## config.mk

```make
export PLATFORM = sky130hd
export DESIGN_NAME = tte_front
export DESIGN_NICKNAME = d
export VERILOG_FILES = /design/src/hdl/tte_pkg.sv /design/src/hdl/tte_front.sv
export SDC_FILE = /design/constraint.sdc
export NUM_CORES = 1
export LEC_CHECK = 0
export ABC_AREA = 1
export BUFFER_PORTS_ARGS = -buffer_cell sky130_fd_sc_hd__clkbuf_2
export CORE_AREA = 8 8 50 52
export DETAILED_ROUTE_END_ITERATION = 16
export DIE_AREA = 0 0 58 60
export GPL_TIMING_DRIVEN = 1
export PLACE_DENSITY = 0.78
export REMOVE_ABC_BUFFERS = 1
export SLEW_MARGIN = 20
export SYNTH_ARGS = -nofsm -noshare
export SYNTH_HDL_FRONTEND = slang
export SYNTH_SLANG_ARGS = --single-unit
```

## constraint.sdc

```tcl
create_clock -name clk -period 1.9 [get_ports clk]
set_clock_uncertainty 0.15 [all_clocks]
set_input_delay 0.57 -clock clk [delete_from_list [all_inputs] [get_ports clk]]
set_output_delay 0.57 -clock clk [all_outputs]
set_load 0.005 [all_outputs]
```

## src/hdl/tte_pkg.sv

```systemverilog
// ----------------------------------------------------------------------------
// tte_pkg
// Shared types, codes and constants of the character-cell terminal engine.
// ----------------------------------------------------------------------------
package tte_pkg;

  localparam int DEF_MAX_LINES    = 32;
  localparam int DEF_MAX_COLS     = 128;
  localparam int LINE_COUNT_RST   = 24;
  localparam int COLUMN_COUNT_RST = 80;

  localparam int BYTE_W     = 8;
  localparam int ROW_FW     = 5;
  localparam int COL_FW     = 7;
  localparam int IN_DATA_W  = 24;
  localparam int OUT_DATA_W = 24;
  localparam int CFG_IDX_W  = 1;
  localparam int CFG_DATA_W = 8;
  localparam int LC_W       = 6;

  localparam logic [CFG_IDX_W-1:0] CFG_LINE_COUNT   = 1'b0;
  localparam logic [CFG_IDX_W-1:0] CFG_COLUMN_COUNT = 1'b1;

  localparam logic OP_FEED = 1'b0;
  localparam logic OP_READ = 1'b1;

  localparam logic [BYTE_W-1:0] CH_LF        = 8'h0A;
  localparam logic [BYTE_W-1:0] CH_CR        = 8'h0D;
  localparam logic [BYTE_W-1:0] CH_BEL       = 8'h07;
  localparam logic [BYTE_W-1:0] CH_ESC       = 8'h1B;
  localparam logic [BYTE_W-1:0] CH_LBRACKET  = 8'h5B;
  localparam logic [BYTE_W-1:0] CH_S         = 8'h73;
  localparam logic [BYTE_W-1:0] CH_U         = 8'h75;
  localparam logic [BYTE_W-1:0] CH_TWO       = 8'h32;
  localparam logic [BYTE_W-1:0] CH_J         = 8'h4A;
  localparam logic [BYTE_W-1:0] CH_K         = 8'h4B;
  localparam logic [BYTE_W-1:0] CH_PRINT_LO  = 8'h20;
  localparam logic [BYTE_W-1:0] CH_PRINT_HI  = 8'h7E;

  typedef enum logic [1:0] {
    ESC_IDLE,
    ESC_SEEN,
    ESC_CSI,
    ESC_CSI2
  } esc_phase_t;

  typedef enum logic [3:0] {
    CK_NOP,
    CK_READ,
    CK_PRINT,
    CK_LF,
    CK_CR,
    CK_BEL,
    CK_SAVE,
    CK_RESTORE,
    CK_CLR_SCREEN,
    CK_CLR_LINE
  } cmd_kind_t;

  typedef struct packed {
    cmd_kind_t         kind;
    logic [BYTE_W-1:0] ch;
    logic [ROW_FW-1:0] rd_row;
    logic [COL_FW-1:0] rd_col;
  } cmd_t;

  typedef struct packed {
    logic              scrolled;
    logic              bell;
    logic [COL_FW-1:0] cursor_col;
    logic [ROW_FW-1:0] cursor_row;
    logic [BYTE_W-1:0] cell_char;
  } res_t;

  typedef enum logic [1:0] {
    BK_IDLE,
    BK_READ,
    BK_FILL
  } back_state_t;

endpackage

```

## src/hdl/tte_front.sv

```systemverilog
// ----------------------------------------------------------------------------
// tte_front
// Input side: takes stream transfers, runs the escape decoder and turns each
// item into one command for the back end.
// ----------------------------------------------------------------------------
module tte_front (
  input  logic                        clk,
  input  logic                        rst_n,
  input  logic                        clr,
  input  logic                        in_tvalid,
  output logic                        in_tready,
  input  logic [tte_pkg::IN_DATA_W-1:0] in_tdata,  // byte_in, read_row, read_col
  input  logic                        in_tuser,  // opcode
  output tte_pkg::cmd_t               cmd,
  output logic                        cmd_vld,
  input  logic                        cmd_rdy
);
  import tte_pkg::*;

  esc_phase_t        phase_r;
  esc_phase_t        phase_nxt;
  logic [BYTE_W-1:0] b;
  logic              take;

  assign b         = in_tdata[BYTE_W-1:0];
  assign in_tready = cmd_rdy;
  assign cmd_vld   = in_tvalid;
  assign take      = in_tvalid && cmd_rdy;

  always_comb begin
    cmd.kind   = CK_NOP;
    cmd.ch     = b;
    cmd.rd_row = in_tdata[BYTE_W+ROW_FW-1:BYTE_W];
    cmd.rd_col = in_tdata[BYTE_W+ROW_FW+COL_FW-1:BYTE_W+ROW_FW];
    phase_nxt  = phase_r;
    if (in_tuser == OP_READ) begin
      cmd.kind = CK_READ;
    end else begin
      unique case (phase_r)
        ESC_SEEN: begin
          phase_nxt = (b == CH_LBRACKET) ? ESC_CSI : ESC_IDLE;
        end
        ESC_CSI: begin
          phase_nxt = ESC_IDLE;
          if (b == CH_S) begin
            cmd.kind = CK_SAVE;
          end else if (b == CH_U) begin
            cmd.kind = CK_RESTORE;
          end else if (b == CH_TWO) begin
            phase_nxt = ESC_CSI2;
          end else if (b == CH_K) begin
            cmd.kind = CK_CLR_LINE;
          end
        end
        ESC_CSI2: begin
          phase_nxt = ESC_IDLE;
          if (b == CH_J) begin
            cmd.kind = CK_CLR_SCREEN;
          end
        end
        default: begin
          if (b >= CH_PRINT_LO && b <= CH_PRINT_HI) begin
            cmd.kind = CK_PRINT;
          end else if (b == CH_LF) begin
            cmd.kind = CK_LF;
          end else if (b == CH_CR) begin
            cmd.kind = CK_CR;
          end else if (b == CH_BEL) begin
            cmd.kind = CK_BEL;
          end else if (b == CH_ESC) begin
            phase_nxt = ESC_SEEN;
          end
        end
      endcase
    end
  end

  always_ff @(posedge clk) begin
    if (!rst_n || clr) begin
      phase_r <= ESC_IDLE;
    end else if (take) begin
      phase_r <= phase_nxt;
    end
  end

endmodule

```

==> results_dict.tcl, run 1 <==
set metrics [dict create \
    r2r_end "phase_r[1]" \
    clkTransAtPathRegs_ns 0.03 \
    start_util_pct 34.2 \
    async_reset_ff_share_pct 0 \
    synth_most_common_cell "nand2_1" \
    syn-cell-area_um2 617 \
    first_pass_iters 4 \
    grt_remaining_overflow 0 \
    grt_max_degree 8 \
    antenna_found_initial 0 \
    die_h_um 60 \
    critPathSlowestCell "buf_8" \
    max_slew_margin_pct 88.4 \
    worstMarginPinSlew_ns 0.173 \
    cts_root_buffer "clkbuf_4" \
    fin_ws_ns -0.205 \
    postPlaceCellArea_um2 662 \
    cts_inserted_buffers 3 \
    cp_max_fo 5 \
    yosysTopAreaCell "buf_4" \
    place_inst 139 \
    timing.setup.tns_ns -0.691 \
    cap_violations 0 \
    yosysUniqueCellTypes 18 \
    syn_inst 109 \
    track_usage_pct 9.46 \
    clkSinkCount 2 \
    tritoncts "yes" \
    fin_nets 163 \
    critPathCaptureType "output port" \
    top_regs "phase_r x2" \
    ys_seq_area_share_pct 6.49 \
    max_freq_mhz 475 \
    clockBufferDepth 2 \
    layout.cells.non_filler 145 \
    worstHoldStart "phase_r[1]" \
    cts_hold_buf 0 \
    dpl.hpwl_um 1330 \
    violations "negative setup slack" \
    power_per_cell_area_nw_per_um2 301 \
    path_buf_inv 3 \
    viasPerCell 4.73 \
    worstHoldEndpoint "phase_r[1]" \
    syn_avg_cell_area_um2 5.66 \
    critPathKind "primary input to output port" \
    drive_gt1_share_pct 52.0 \
    hp-class "flop to flop" \
    multiInputGateArea_um2 454 \
    fin_crit_sh_pct 111 \
    core_region_area_um2 1800 \
    synth-edff-count 0 \
    slowest_delay_ns 0.11 \
    worst_ep_required_time_ns 1.18 \
    port_buffers 27 \
    first_global_vias 703 \
    regMostFlops "phase_r" \
    crit_chain "buf_8, inv_8, nand2_8, nor2_2, nand2_1, nand2_1, nand2_1, nand2_1, nand2_1, nor2_1, buf_2" \
    peakVddDrop_v 0.000202 \
    insertion_delay_ns 0.22 \
    crit_family "simple AND/OR/NAND/NOR gates" \
    whs_path_depth 4 \
    ys_warn_count 0 \
    status "complete, but fails checks" \
    drcViolationCount 0 \
    place_ws_ns -0.293 \
    design_area_um2 866 \
    core.rowCount 16 \
    r2r_start "phase_r[0]" \
    regArea_um2 40.0 \
    start_kind "primary input" \
    r2r_cells 8 \
    fin_crit_ns 2.10 \
    drt-total-wl_um 1680 \
    cp_common_cell "nand2_1" \
    wl_per_cell_um 11.6 \
    yosys_register_bits 2 \
    setup_viol 4 \
    cp.arrival_ns 1.38 \
    io_pins 56 \
    largest_reg_flops 2 \
    leakage_nw 0.466 \
    vias 686 \
    drt_iter0_markers 10 \
    synth_area_leaders "buf_4 (27%), nand2_1 (18%), nor2_1 (11%), ha_1 (8.1%), dfxtp_1 (6.5%)" \
    antenna_left 0 \
    die_w_um 58 \
    synth_flop_cell "dfxtp_1" \
    n_antenna_cell 0 \
    area.growth.synth_to_final_pct 40.4 \
    hold_viol 0 \
    cts_max_level 1 \
    fill_cells 193 \
    yosysTopAreaCellShare_pct 26.8 \
    rsz0062_at_grt "true" \
    slew_viol_final 0 \
    dieArea_um2 3480 \
    grt_pass1_wl_um 2660 \
    regToRegSetupSlack_ns 0.49 \
    synthTopCellsByCount "nand2_1 (29), buf_4 (22), nor2_1 (18), inv_1 (9), nand3_1 (7)" \
    globalplace.congestion 0.767 \
]
-- per-layer routing --
metal | GRT usage, % | up-vias | wire length, µm
met3 | 5.81 | 0 | 186
met1 | 7.26 | 305 | 602
li1 | - | 352 | -
met4 | 4.20 | 0 | 0
met5 | 5.26 | - | 0
met2 | 17.8 | 29 | 889
-- worst max-delay path by stage --
stage | depth (start not counted) | start | endpoint
after floorplan | 9 | in_tdata[7] | cmd[21]
after CTS | 11 | in_tdata[7] | cmd[21]
after detailed placement | 11 | in_tdata[7] | cmd[21]
after global routing | 11 | in_tdata[7] | cmd[21]
after global placement | 11 | in_tdata[7] | cmd[21]
final | 11 | in_tdata[7] | cmd[21]
-- report_power, final --
part           internal (mW)  switching, mW  leakage [nW]  total, mW
clock network         0.0696         0.0227        0.0138     0.0923
registers             0.0423     0.00000929        0.0161     0.0424
logic                 0.0612         0.0645         0.436      0.126
total                  0.173         0.0872         0.466      0.260
-- worst register-to-register path: cells and delay by family (launching register included) --
| kind | cells | cell delay (ns) |
|---|---|---|
| AND/OR/NAND/NOR | 6 | 0.41 |
| adder cells (fa/ha/maj) | 1 | 0.29 |
| flip-flops | 1 | 0.35 |
| buffers and inverters | 1 | 0.09 |
-- what timing repair did --
item | 4_1_cts | 5_1_grt
pin swaps | 5 | 17
setup endpoints to repair | 4 | 4
buffers inserted | 2 | 1
gates resized for setup | 13 | 46
-- area by class of cell --
cell class / instances / area share, %
sequential: 2 / 4.62
inverter: 12 / 7.37
timing repair buffer: 37 / 30.3
clock buffer: 3 / 2.60
tap: 18 / 2.60
multi-input combinational: 73 / 52.5
-- logic make-up after synthesis --
group           share of synthesized area, %
fa+ha+maj                               8.11
flops                                   6.49
simple gates                            46.2
buf+inv                                 34.3
compound gates                          4.87
-- stage by stage --
| stage | total power, mW | util, % | hold WS [ns] |
|---|---|---|---|
| 2_1_floorplan | 0.0732 | - | 0.410 |
| 3_3_place_gp | 0.125 | 36.7 | 0.439 |
| 3_5_place_dp | 0.126 | 36.7 | 0.445 |
| 4_1_cts | 0.239 | 41.3 | 0.444 |
| 5_1_grt | 0.278 | 48.1 | 0.483 |
| 6_report | 0.260 | 48.1 | 0.446 |
-- cells in the final DEF (no fill, tap or decap), drive strengths merged --
cell type | netlist | routed
dfxtp | 2 | 2
nand4 | 1 | 1
ha | 4 | 4
inv | 11 | 11
and3 | 1 | 1
nand3 | 7 | 7
buf | 22 | 20
nand2 | 33 | 33
clkbuf | 0 | 20
nor3 | 2 | 2
nor2 | 19 | 19
o21ai | 3 | 3
a21oi | 3 | 3
clkinv | 1 | 1
(Power assumes the default switching activity.)
==> run 2: changes to the inputs <==
- CELL_PAD_IN_SITES_DETAIL_PLACEMENT: not set -> 2
- CELL_PAD_IN_SITES_GLOBAL_PLACEMENT: not set -> 2
- CORE_AREA: 8 8 50 52 -> 8 8 55 102
- DIE_AREA: 0 0 58 60 -> 0 0 63 110
- GPL_TIMING_DRIVEN: 1 -> 0
- PLACE_DENSITY: 0.78 -> not set
- PLACE_DENSITY_LB_ADDON: not set -> 0.1
==> results_dict.tcl, run 2 (same netlist as run 1, synthesis figures left out) <==
set metrics [dict create \
    status "complete, but fails checks" \
    violations "negative setup slack" \
    whs_ns 0.465 \
    cap_violations 0 \
    power_per_cell_area_nw_per_um2 349 \
    start_kind "primary input" \
    fin_nets 162 \
    max_slew_margin_pct 86.2 \
    start_util_pct 14.4 \
    critPathCaptureType "output port" \
    port_buffers 27 \
    cp.arrival_ns 1.45 \
    globalplace.congestion 0.705 \
    insertion_delay_ns 0.21 \
    cts_max_level 1 \
    n_antenna_cell 0 \
    first_pass_iters 3 \
    core_region_area_um2 4300 \
    die_h_um 110 \
    critPathKind "primary input to output port" \
    tritoncts "yes" \
    drt-total-wl_um 2560 \
    antenna_left 0 \
    dpl.hpwl_um 2120 \
    hp-class "primary input to flop" \
    vias 717 \
    slew_viol_final 0 \
    worstMarginPinSlew_ns 0.207 \
    peakVddDrop_v 0.000285 \
    drt_iter0_markers 6 \
    fin_crit_sh_pct 114 \
    max_freq_mhz 462 \
    core.rowCount 34 \
    hold_viol 0 \
    critPathSlowestCell "nor3_4" \
    cts_root_buffer "clkbuf_8" \
    viasPerCell 3.98 \
    clockBufferDepth 2 \
    wl_per_cell_um 14.2 \
    cts_inserted_buffers 3 \
    regMostFlops "phase_r" \
    grt_max_degree 8 \
    clkSinkCount 2 \
    io_pins 56 \
    cp_max_fo 3 \
    fill_cells 512 \
    drive_gt1_share_pct 57.9 \
    track_usage_pct 7.23 \
    slowest_delay_ns 0.23 \
    leakage_nw 0.482 \
    first_global_vias 869 \
    fin_crit_ns 2.17 \
    place_ws_ns -0.478 \
    clkTransAtPathRegs_ns 0.03 \
    grt_remaining_overflow 0 \
    largest_reg_flops 2 \
    area.growth.synth_to_final_pct 63.9 \
    rsz0062_at_grt "true" \
    mostFrequentLayoutCells "nand2_1 (16), clkbuf_2 (16), nor2_1 (13), nand2_2 (11), buf_4 (8)" \
    grt_pass1_wl_um 3930 \
    antenna_found_initial 0 \
    drcViolationCount 0 \
    worst_ep_required_time_ns 1.18 \
    fin_ws_ns -0.266 \
    die_w_um 63 \
    setup_viol 4 \
    dieArea_um2 6930 \
    crit_chain "buf_8, inv_8, nand2_4, nor3_4, nand2_1, nand2_1, nor2_1, nor2_1, buf_2" \
    top_regs "phase_r x2" \
]
-- run 2: area by class of cell --
class | instances | area [µm²] | share of cell area, %
multi-input combinational | 73 | 509 | 50.4
timing repair buffer | 36 | 279 | 27.6
inverter | 12 | 73.8 | 7.30
tap | 54 | 67.6 | 6.68
clock buffer | 3 | 41.3 | 4.08
sequential | 2 | 40.0 | 3.96
-- run 2: stage by stage --
| step | util, % | power, mW | TNS [ns] | cells | area [µm²] |
|---|---|---|---|---|---|
| CTS | 19.4 | 0.329 | -1.26 | 176 | 835 |
| global placement | 15.2 | 0.122 | -1.62 | 168 | 654 |
| global route | 23.5 | 0.377 | -1.31 | 180 | 1010 |
| detailed placement | 15.2 | 0.124 | -1.68 | 168 | 654 |
| finish | 23.5 | 0.353 | -0.939 | 180 | 1010 |
| floorplan | - | 0.0732 | 0 | 87 | 452 |
-- run 2: per-layer routing --
metal	track usage [%]	part of all wire, %	vias to the layer above
met1	4.90	28	334
met3	3.04	7.0	2
met4	2.46	0.70	0
met2	16.1	65	32
li1	-	-	349
met5	0	0	-
-- run 2: final timing paths --
check         startpoint         end  slack [ns]  cells after the start
max          in_tdata[7]     cmd[21]       -0.27                      9
min                  clr  phase_r[0]        0.46                      4
max reg2reg   phase_r[0]  phase_r[1]        0.49                      8
min reg2reg   phase_r[1]  phase_r[1]        0.48                      4
-- run 2: where the power goes --
group / leakage, nW / internal (mW) / switching (mW)
combinational: 0.445 / 0.0666 / 0.0753
clock: 0.0216 / 0.134 / 0.0343
sequential: 0.0161 / 0.0424 / 0.00000931
-- run 2: repair_timing --
action                     in CTS  in global routing
hold buffers                    0                  0
setup endpoints to repair       4                  4
gates cloned                    0                  0
pin swaps                      10                 21
buffers inserted                5                  4
resized for setup              29                 49
-- run 2: critical path, delay by kind of cell --
kind                   cells  cell delay (ns)
and+or+nand+nor            6             0.58
buffers and inverters      3             0.30
