`src/hdl/tte_pkg.sv`:
```
// ----------------------------------------------------------------------------
// tte_pkg
// Shared types, codes and constants of the character-cell terminal engine.
// ----------------------------------------------------------------------------
package tte_pkg;

  localparam int DEF_MAX_LINES    = 32;
  localparam int DEF_MAX_COLS     = 128;
  localparam int LINE_COUNT_RST   = 24;
  localparam int COLUMN_COUNT_RST = 80;

  localparam int BYTE_W     = 8;
  localparam int ROW_FW     = 5;
  localparam int COL_FW     = 7;
  localparam int IN_DATA_W  = 24;
  localparam int OUT_DATA_W = 24;
  localparam int CFG_IDX_W  = 1;
  localparam int CFG_DATA_W = 8;
  localparam int LC_W       = 6;

  localparam logic [CFG_IDX_W-1:0] CFG_LINE_COUNT   = 1'b0;
  localparam logic [CFG_IDX_W-1:0] CFG_COLUMN_COUNT = 1'b1;

  localparam logic OP_FEED = 1'b0;
  localparam logic OP_READ = 1'b1;

  localparam logic [BYTE_W-1:0] CH_LF        = 8'h0A;
  localparam logic [BYTE_W-1:0] CH_CR        = 8'h0D;
  localparam logic [BYTE_W-1:0] CH_BEL       = 8'h07;
  localparam logic [BYTE_W-1:0] CH_ESC       = 8'h1B;
  localparam logic [BYTE_W-1:0] CH_LBRACKET  = 8'h5B;
  localparam logic [BYTE_W-1:0] CH_S         = 8'h73;
  localparam logic [BYTE_W-1:0] CH_U         = 8'h75;
  localparam logic [BYTE_W-1:0] CH_TWO       = 8'h32;
  localparam logic [BYTE_W-1:0] CH_J         = 8'h4A;
  localparam logic [BYTE_W-1:0] CH_K         = 8'h4B;
  localparam logic [BYTE_W-1:0] CH_PRINT_LO  = 8'h20;
  localparam logic [BYTE_W-1:0] CH_PRINT_HI  = 8'h7E;

  typedef enum logic [1:0] {
    ESC_IDLE,
    ESC_SEEN,
    ESC_CSI,
    ESC_CSI2
  } esc_phase_t;

  typedef enum logic [3:0] {
    CK_NOP,
    CK_READ,
    CK_PRINT,
    CK_LF,
    CK_CR,
    CK_BEL,
    CK_SAVE,
    CK_RESTORE,
    CK_CLR_SCREEN,
    CK_CLR_LINE
  } cmd_kind_t;

  typedef struct packed {
    cmd_kind_t         kind;
    logic [BYTE_W-1:0] ch;
    logic [ROW_FW-1:0] rd_row;
    logic [COL_FW-1:0] rd_col;
  } cmd_t;

  typedef struct packed {
    logic              scrolled;
    logic              bell;
    logic [COL_FW-1:0] cursor_col;
    logic [ROW_FW-1:0] cursor_row;
    logic [BYTE_W-1:0] cell_char;
  } res_t;

  typedef enum logic [1:0] {
    BK_IDLE,
    BK_READ,
    BK_FILL
  } back_state_t;

endpackage

```
`src/hdl/tte_cmd_queue.sv`:
```
// ----------------------------------------------------------------------------
// tte_cmd_queue
// Two-entry command queue between the front end and the back end.
// ----------------------------------------------------------------------------
module tte_cmd_queue (
  input  logic          clk,
  input  logic          rst_n,
  input  tte_pkg::cmd_t wr_cmd,
  input  logic          wr_vld,
  output logic          wr_rdy,
  output tte_pkg::cmd_t rd_cmd,
  output logic          rd_vld,
  input  logic          rd_rdy
);
  import tte_pkg::*;

  localparam int QDEPTH = 2;
  localparam int PW     = $clog2(QDEPTH);
  localparam int CW     = $clog2(QDEPTH + 1);

  cmd_t          q_r [QDEPTH];
  logic [PW-1:0] wp_r;
  logic [PW-1:0] rp_r;
  logic [CW-1:0] cnt_r;
  logic [PW-1:0] wp_nxt;
  logic [PW-1:0] rp_nxt;
  logic [CW-1:0] cnt_nxt;
  logic          push;
  logic          pop;

  assign wr_rdy = cnt_r != CW'(QDEPTH);
  assign rd_vld = cnt_r != '0;
  assign rd_cmd = q_r[rp_r];
  assign push   = wr_vld && wr_rdy;
  assign pop    = rd_vld && rd_rdy;

  always_comb begin
    wp_nxt  = push ? ((wp_r == PW'(QDEPTH - 1)) ? '0 : wp_r + PW'(1)) : wp_r;
    rp_nxt  = pop  ? ((rp_r == PW'(QDEPTH - 1)) ? '0 : rp_r + PW'(1)) : rp_r;
    cnt_nxt = cnt_r;
    if (push && !pop) begin
      cnt_nxt = cnt_r + CW'(1);
    end else if (pop && !push) begin
      cnt_nxt = cnt_r - CW'(1);
    end
  end

  always_ff @(posedge clk) begin
    if (!rst_n) begin
      wp_r  <= '0;
      rp_r  <= '0;
      cnt_r <= '0;
    end else begin
      wp_r  <= wp_nxt;
      rp_r  <= rp_nxt;
      cnt_r <= cnt_nxt;
    end
  end

  always_ff @(posedge clk) begin
    if (push) begin
      q_r[wp_r] <= wr_cmd;
    end
  end

endmodule

```
`config.mk`:
```
export PLATFORM = sky130hd
export DESIGN_NAME = tte_cmd_queue
export DESIGN_NICKNAME = d
export VERILOG_FILES = /design/src/hdl/tte_pkg.sv /design/src/hdl/tte_cmd_queue.sv
export SDC_FILE = /design/constraint.sdc
export NUM_CORES = 1
export LEC_CHECK = 0
export BUFFER_PORTS_ARGS = -buffer_cell sky130_fd_sc_hd__buf_2
export CORE_AREA = 2 2 79 81
export DETAILED_ROUTE_END_ITERATION = 7
export DIE_AREA = 0 0 81 83
export PLACE_DENSITY_LB_ADDON = 0.08
export SLEW_MARGIN = 0
export SYNTH_ARGS = -nofsm -noshare
export SYNTH_HDL_FRONTEND = slang
export SYNTH_SLANG_ARGS = --single-unit
```
`constraint.sdc`:
```
create_clock -name clk -period 2.6 [get_ports clk]
set_input_delay 0.26 -clock clk [delete_from_list [all_inputs] [get_ports clk]]
set_output_delay 0.26 -clock clk [all_outputs]
set_load 0.01 [all_outputs]
```
==> results of run 1 <==
worst max path at each step:
stage / from / endpoint / slack (ps) / cells after the start
2_1_floorplan: cnt_r[0] / q_r[1][0] / 990 / 2
3_3_place_gp: cnt_r[0] / q_r[0][9] / 980 / 4
3_5_place_dp: cnt_r[0] / q_r[0][9] / 950 / 4
4_1_cts: flip-flop / rd_cmd[5] / 630 / 3
5_1_grt: flip-flop / rd_cmd[12] / 560 / 3
6_report: flip-flop / rd_cmd[12] / 660 / 3
flip-flops by register name (all words and copies together) (netlist names), named ones only:
signal and cells:
cnt_r 2, q_r 48, rp_r 1, wp_r 1
stage by stage:
step | cells | total power, mW | util [%]
finish | 235 | 2.18 | 42.1
global route | 235 | 2.31 | 42.1
CTS | 235 | 2.22 | 42.1
detailed placement | 227 | 1.78 | 40.6
global placement | 227 | 1.77 | 40.6
floorplan | 99 | 1.53 | -
report_power, final:
| group | internal, mW | switching (mW) |
|---|---|---|
| combinational | 0.324 | 0.288 |
| sequential | 1.07 | 0.0676 |
| clock | 0.186 | 0.249 |
Yosys cell counts, drive strengths merged, types with 2 or more instances:
cell type  number
a21boi          2
and2            4
buf             3
dfxtp           5
edfxtp         48
mux2           24
o21ai           2
xnor2           2
metal layers:
metal / part of all wire [%] / vias up / GRT usage [%] / routed length (µm)
li1: - / 494 / - / -
met1: 41 / 506 / 12.6 / 1360
met2: 52 / 25 / 17.4 / 1730
met3: 5.2 / 4 / 2.93 / 171
met4: 1.2 / 0 / 4.16 / 38
met5: 0 / - / 0 / 0
layout make-up:
type                       instances  area, µm²  share of cell area (%)
multi-input combinational         42        409                    16.7
inverter                           1       3.75                   0.153
tap                               75       93.8                    3.83
sequential                        53       1540                    63.0
clock inverter                     3       17.5                   0.716
timing repair buffer              56        313                    12.8
clock buffer                       5       68.8                    2.81
cells by family (layout without fill, tap and decap cells):
kind of cell / count (synthesis) / count (layout) / synth area share [%]
flip-flops: 53 / 53 / 78.3
multiplexers: 24 / 24 / 13.7
AND/OR/NAND/NOR: 9 / 9 / 3.30
AO/OA/AOI/OAI: 5 / 5 / 1.78
buffers and inverters: 4 / 65 / 0.953
XOR/XNOR: 3 / 3 / 1.33
adder cells (fa/ha/maj): 1 / 1 / 0.635
==> results.toml, run 1 <==
[outcome]
status = "finished clean"

[floorplanning]
fp.dieH_um = 83
pin_count = 54
dieWidth_um = 81
start_util_pct = 33.9
rows = 28
core_area_mm2 = 0.00582
die_area_mm2 = 0.00672

[place]
numPortBuffers = 53
dp_slack_ps = 949
dpl-instance-area_mm2 = 0.00236
dpl.hpwl_um = 2390
gp_routability_congestion = 0.686

[setup_path]
r2r_cells = 3
slowest_stage = "dfxtp_1"
crit_chain = "buf_12, mux2_2, buf_2"
crit_arrival_ps = 1680
worstReg2RegEnd = "q_r[1][0]"
crit_family = "flip-flops"
critical_path_buf_inv_count = 2
r2r-start = "cnt_r[0]"
required_ps = 2340
critPathLaunchType = "flip-flop"
path_class = "reg2out"
critical_path.endpoint_type = "primary output"
reg2reg_slack_ps = 970
crit_path_max_incr_delay_ps = 670
critPathMaxFanout = 15

[drt]
routedWlPerCell_um = 14.0
ant_nets = 0
drtPass1Iterations = 4
drc = 0
drt_wl_total_um = 3300
vias_per_cell = 4.38
drt_iter0_drc = 58
vias = 1029

[cells_and_area]
mostFrequentLayoutCells = "buf_2, edfxtp_1, mux2_2"
area_delta_synth_final_pct = 24.3
layout_commonest_cell = "buf_2"
drive_above_1_share_pct = 56.9
nNetsFinal = 188
fin_area_mm2 = 0.00245
nFillCells = 571
diodes = 0

[clock_network]
cts-hold-fix-buffers = 0
cts-root-buf = "clkbuf_8"
postCtsResizedCells = 0
cts_setup_buffers = 0
insertion_delay_ps = 300
cts_tree = "yes"
cts_num_sinks = 53
clk_path_buf_depth = 2
cts_buffers = 5
htree_num_levels = 2
path_clk_slew_ps = 90

[sta]
fmax_mhz = 516
maxSlewViolCount = 0
finClkSkew_ps = 6.16
period_share_pct = 74.5
layout_setup_ws_ps = 663
worst_hold_slack_ps = 144
grt_setup_unrepaired = "no"
fin_setup_tns_ps = 0
hold_viol_final = 0
relSlewSlack_pct = 63.5
tightestPinTransition_ps = 547
min_period_ps = 1940
setup_viol = 0

[global_route]
grt_max_degree = 17
grt_pass1_vias = 1114
gr-total-overflow = 0
antenna_found_initial = 0
grt_pass1_wl_um = 5240
gr-usage-all-layers_pct = 10.4

[synth]
synth_cell_type_count = 19
yosysWarnings = 0
synth_edf_count = 48
synthesis.nets = 128
syn_inst = 99
synth_async_sr_flop_share_pct = 0
synth.avg_cell_area_um2 = 19.9
synth_seq_cells = 53
yosys-top-cells-area = "edfxtp_1, mux2_2, dfxtp_1"
synth_top_cell_by_area = "edfxtp_1"
yosysSeqAreaShare_pct = 78.3
synth_top_area_share_pct = 73.2
syn_area_mm2 = 0.00197
synthFlopType = "edfxtp_1"

[hold_path]
worstHoldEndpoint = "q_r[0][23]"
hp-start = "wr_cmd[23]"
holdCritPathClass = "in2reg"
hold_depth = 1

[flow_run]
max_cap_viol_count = 0

[power]
p_per_area_mw_per_mm2 = 892
power_leakage_nw = 0.914
peakVddDrop_uv = 422
Power figures use the tool's default switching activity.
==> inputs of run 2 (changes only) <==
==> constraint.sdc (replaced) <==
create_clock -name clk -period 2 [get_ports clk]
set_input_delay 0.2 -clock clk [delete_from_list [all_inputs] [get_ports clk]]
set_output_delay 0.2 -clock clk [all_outputs]
set_load 0.01 [all_outputs]
==> results.toml, run 2 (synthesis gave the netlist of run 1 again) <==
[outcome]
status = "finished clean"

[cells_and_area]
drive_above_1_share_pct = 56.2
diodes = 0
mostFrequentLayoutCells = "buf_2, edfxtp_1, mux2_2"
largestRegisters = "q_r (48), cnt_r (2)"
nNetsFinal = 190
post-route-util_pct = 41.8
multi_input_area_um2 = 409
top_register = "q_r"
ff_latch_area_mm2 = 0.00154
area_delta_synth_final_pct = 23.5
largest_reg_flops = 48
nFillCells = 570
layout_commonest_cell = "buf_2"

[floorplanning]
core_area_mm2 = 0.00582
start_util_pct = 33.9
dieWidth_um = 81
pin_count = 54
die_area_mm2 = 0.00672
rows = 28
fp.dieH_um = 83

[place]
gp_routability_congestion = 0.683
numPortBuffers = 53
dpl.hpwl_um = 2350

[clock_network]
clk_path_buf_depth = 2
path_clk_slew_ps = 90
postCtsResizedCells = 0
htree_num_levels = 2
cts_tree = "yes"
cts-hold-fix-buffers = 0
cts_buffers = 5
insertion_delay_ps = 300
cts-root-buf = "clkbuf_8"
cts_num_sinks = 53
cts_setup_buffers = 0

[hold_path]
holdCritPathClass = "in2reg"
hp-start = "wr_cmd[22]"
hold_depth = 1
worstHoldEndpoint = "q_r[0][22]"

[setup_path]
path_class = "reg2reg"
critPathLaunchType = "flip-flop"
critical_path.endpoint_type = "flip-flop"
reg2reg_slack_ps = 400
worstReg2RegEnd = "cnt_r[1]"
crit_arrival_ps = 1840
required_ps = 2240
r2r-start = "cnt_r[0]"
critPathMaxFanout = 5
r2r_cells = 5

[sta]
tightestPinTransition_ps = 334
maxSlewViolCount = 0
fmax_mhz = 624
period_share_pct = 80.1
hold_viol_final = 0
fin_setup_tns_ps = 0
min_period_ps = 1600
setup_viol = 0
grt_setup_unrepaired = "no"
finClkSkew_ps = 5.25
relSlewSlack_pct = 77.8

[global_route]
grt_pass1_vias = 1099
grt_pass1_wl_um = 5310
antenna_found_initial = 0
gr-usage-all-layers_pct = 10.7
gr-total-overflow = 0
grt_max_degree = 25

[power]
power_leakage_nw = 0.918
peakVddDrop_uv = 548
power_mw = 2.82
p_per_area_mw_per_mm2 = 1160

[drt]
drc = 0
vias_per_cell = 4.41
vias = 1046
drt_wl_total_um = 3320
ant_nets = 0
routedWlPerCell_um = 14.0
drt_iter0_drc = 28
drtPass1Iterations = 3

[flow_run]
max_cap_viol_count = 0
## run 2: cell count changes in the layout (fill, tap and decap cells not counted), sizes merged
cell,previous run,this run
buf,56,58
clkinv,2,3
clkinvlp,1,0
## run 2: power by group
part / internal [mW] / total, mW / switching, mW
registers: 1.39 / 1.45 / 0.0586
clock network: 0.236 / 0.554 / 0.318
logic: 0.411 / 0.816 / 0.405
## run 2: metrics by stage
stage	hold WS (ps)	worst slack [ps]	instance area (µm²)	instances
final	84.0	398	2430	237
after global routing	69.6	315	2430	237
after CTS	74.8	381	2430	237
after detailed placement	392	402	2350	229
after global placement	389	495	2350	229
after floorplan	299	388	1970	99
## run 2: how the worst max path moves through the flow
stage                end  slack [ps]  cells after the start     start
6_report        cnt_r[1]         400                      5  cnt_r[0]
5_1_grt         cnt_r[1]         310                      6  cnt_r[1]
4_1_cts         cnt_r[1]         380                      5  cnt_r[0]
3_5_place_dp    cnt_r[1]         400                      5  cnt_r[0]
3_3_place_gp    cnt_r[1]         490                      5  cnt_r[0]
2_1_floorplan  q_r[1][0]         390                      2  cnt_r[0]
## run 2: critical path, cell delays in order, from the launching register on
cell and delay (ps):
dfxtp_1 370, nand2b_4 180, and2_1 170, ha_1 330, or3_1 360, a21boi_1 140
## run 2: metal layers
metal	vias to the layer above	wire length (µm)	track usage (%)
li1	497	-	-
met1	517	1310	12.2
met2	27	1780	17.8
met3	5	181	3.70
met4	0	56	4.62
met5	-	0	0
## run 2: area by class of cell
class	count	area share [%]
Clock inverter	3	0.514
Inverter	1	0.154
Tap cell	75	3.86
Multi-Input combinational cell	42	16.8
Sequential cell	53	63.4
Clock buffer	5	2.83
Timing Repair Buffer	58	12.4
==> inputs of run 3 (changes only) <==
--- a/config.mk
+++ b/config.mk
@@ -5,10 +5,11 @@
 export SDC_FILE = /design/constraint.sdc
 export NUM_CORES = 1
 export LEC_CHECK = 0
+export ABC_AREA = 1
 export BUFFER_PORTS_ARGS = -buffer_cell sky130_fd_sc_hd__buf_2
-export CORE_AREA = 2 2 79 81
+export CORE_AREA = 2 2 81 83
 export DETAILED_ROUTE_END_ITERATION = 7
-export DIE_AREA = 0 0 81 83
+export DIE_AREA = 0 0 83 85
 export PLACE_DENSITY_LB_ADDON = 0.08
 export SLEW_MARGIN = 0
 export SYNTH_ARGS = -nofsm -noshare
==> constraint.sdc (replaced) <==
create_clock -name clk -period 1.49 [get_ports clk]
set_input_delay 0.149 -clock clk [delete_from_list [all_inputs] [get_ports clk]]
set_output_delay 0.149 -clock clk [all_outputs]
set_load 0.01 [all_outputs]
==> results.toml, run 3 <==
[outcome]
status = "finished clean"

[cells_and_area]
largestRegisters = "q_r (48), cnt_r (2)"
fin_area_mm2 = 0.00270
area_delta_synth_final_pct = 29.6
nNetsFinal = 205
top_register = "q_r"
largest_reg_flops = 48
drive_above_1_share_pct = 55.9
diodes = 0
layout_commonest_cell = "edfxtp_1"
mostFrequentLayoutCells = "edfxtp_1, buf_2, mux2_4"

[setup_path]
critPathLaunchType = "flip-flop"
critical_path.endpoint_type = "primary output"
crit_path_max_incr_delay_ps = 400
r2r-start = "cnt_r[0]"
slowest_stage = "dfxtp_4"
required_ps = 1340
crit_chain = "buf_6, mux2_2, buf_6"
path_class = "reg2out"
reg2reg_slack_ps = 140
crit_top_cell = "buf_6"
critPathMaxFanout = 6
worstReg2RegEnd = "cnt_r[1]"
r2r_cells = 10
crit_arrival_ps = 1300

[global_route]
gr-total-overflow = 0
grt_pass1_wl_um = 5350
gr-usage-all-layers_pct = 9.98
grt_pass1_vias = 1128
grt_max_degree = 19
antenna_found_initial = 0

[clock_network]
insertion_delay_ps = 300
clk_path_buf_depth = 2
cts_num_sinks = 53
cts-hold-fix-buffers = 0
cts-root-buf = "clkbuf_8"
cts_buffers = 5
cts_tree = "yes"
htree_num_levels = 2
path_clk_slew_ps = 90

[sta]
fmax_mhz = 689
worst_hold_slack_ps = 32.1
relSlewSlack_pct = 85.2
maxSlewViolCount = 0
tightestPinTransition_ps = 223
layout_setup_ws_ps = 39.1
finClkSkew_ps = 5.36
period_share_pct = 97.4
fin_setup_tns_ps = 0
min_period_ps = 1450
hold_viol_final = 0
grt_setup_unrepaired = "yes"
setup_viol = 0

[place]
numPortBuffers = 53
gp_routability_congestion = 0.691
dp_slack_ps = 82.2
dpl.hpwl_um = 2350
dpl-instance-area_mm2 = 0.00245

[flow_run]
max_cap_viol_count = 0

[power]
power_leakage_nw = 1.08
p_per_area_mw_per_mm2 = 1610
power_mw = 4.34
clockPowerShare_pct = 22.7
seqPwrFrac_pct = 45.5
peakVddDrop_uv = 788
comb_power_share_pct = 31.8
p_switching_mw = 1.16
switching_share_pct = 26.8
internal_power_mw = 3.18

[hold_path]
holdCritPathClass = "in2reg"
hp-start = "wr_cmd[11]"
worstHoldEndpoint = "q_r[0][11]"
hold_depth = 1

[synth]
synth_compound_area_share_pct = 1.08
synth_async_sr_flop_share_pct = 0
synth_common_cells = "edfxtp_1, mux2_4, nand2_1, nor2_1, inv_1"
synth_adder_area_share_pct = 0.601
synthFlopType = "edfxtp_1"
yosys-top-cells-area = "edfxtp_1, mux2_4, dfxtp_1"
synth_cell_type_count = 17
synth_xor_area_share_pct = 0
synth.most_common_cell = "edfxtp_1"
yosysSeqAreaShare_pct = 74.1
syn_inst = 112
synth_top_family_by_area = "multiplexers"
synth_top_cell_by_area = "edfxtp_1"
yosysWarnings = 0
synthesis.nets = 141
synthMuxAreaShare_pct = 16.6
synth_seq_cells = 53
synth_top_area_share_pct = 69.3
synthSimpleGateAreaFrac_pct = 3.73
synth.avg_cell_area_um2 = 18.6
synth_edf_count = 48
syn_area_mm2 = 0.00208

[drt]
drtPass1Iterations = 4
drt_iter0_drc = 20
ant_nets = 0
drc = 0
drt_wl_total_um = 3470
vias = 1095
vias_per_cell = 4.31
routedWlPerCell_um = 13.7

[floorplanning]
rows = 29
fp.dieH_um = 85
dieWidth_um = 83
core_area_mm2 = 0.00620
die_area_mm2 = 0.00706
pin_count = 54
start_util_pct = 33.5
==> run 3: cell count changes in the layout (fill, tap and decap cells not counted), moves of 4 or more <==
cell / before / now
mux2_2: 24 / 2
mux2_4: 0 / 22
buf_6: 0 / 12
buf_2: 53 / 42
nand2_1: 0 / 8
inv_1: 1 / 7
nor2_1: 0 / 6
and2_1: 4 / 0
==> run 3: power groups by stage <==
| stage | Sequential [mW] | Clock, mW | Combinational, mW |
|---|---|---|---|
| detailed placement | 2.00 | 0 | 1.21 |
| finish | 1.97 | 0.987 | 1.38 |
| floorplan | 1.97 | 0 | 0.853 |
| global placement | 1.98 | 0 | 1.18 |
| CTS | 1.96 | 1.03 | 1.22 |
| global route | 2.00 | 1.10 | 1.51 |
==> run 3: cells by family after synthesis <==
| group | Yosys count |
|---|---|
| flip-flops | 53 |
| multiplexers | 24 |
| AND/OR/NAND/NOR | 19 |
| buffers and inverters | 11 |
| AO/OA/AOI/OAI | 4 |
| adder cells (fa/ha/maj) | 1 |
==> run 3: repair_timing <==
action | in CTS | in global routing
setup endpoints to repair | 0 | 25
setup buffers | 0 | 0
resized for setup | 0 | 17
==> run 3: per-layer routing <==
metal / track usage, % / share of wire (%)
met2: 17.2 / 54
met1: 11.4 / 41
met5: 0 / 0
met4: 4.02 / 0.69
met3: 3.40 / 5.1
==> run 3: area by class of cell <==
cell class	instances	area [µm²]
Multi-Input combinational cell	48	483
Inverter	8	30.0
Tap cell	77	96.3
Clock buffer	6	82.6
Timing Repair Buffer	60	420
Sequential cell	53	1550
Clock inverter	2	37.5
Fill cell	564	3510
==> run 3: worst max path at each step <==
| stage | from | endpoint | slack [ps] |
|---|---|---|---|
| after global routing | flip-flop | rd_cmd[4] | -40 |
| after detailed placement | cnt_r[0] | cnt_r[1] | 80 |
| after CTS | flip-flop | rd_cmd[2] | 10 |
| final | flip-flop | rd_cmd[4] | 40 |
| after floorplan | cnt_r[0] | q_r[0][0] | -170 |
| after global placement | cnt_r[0] | cnt_r[1] | 210 |
==> run 3: worst max-delay path: cells and delay by family (launching register included) <==
family                 cells  cell delay (ps)
multiplexers               1              340
flip-flops                 1              400
buffers and inverters      2              260
==> run 3: metrics by stage <==
stage          cells  util, %
2_1_floorplan    112        -
3_3_place_gp     245     39.6
3_5_place_dp     245     39.6
4_1_cts          253     41.5
5_1_grt          254     43.5
6_report         254     43.5
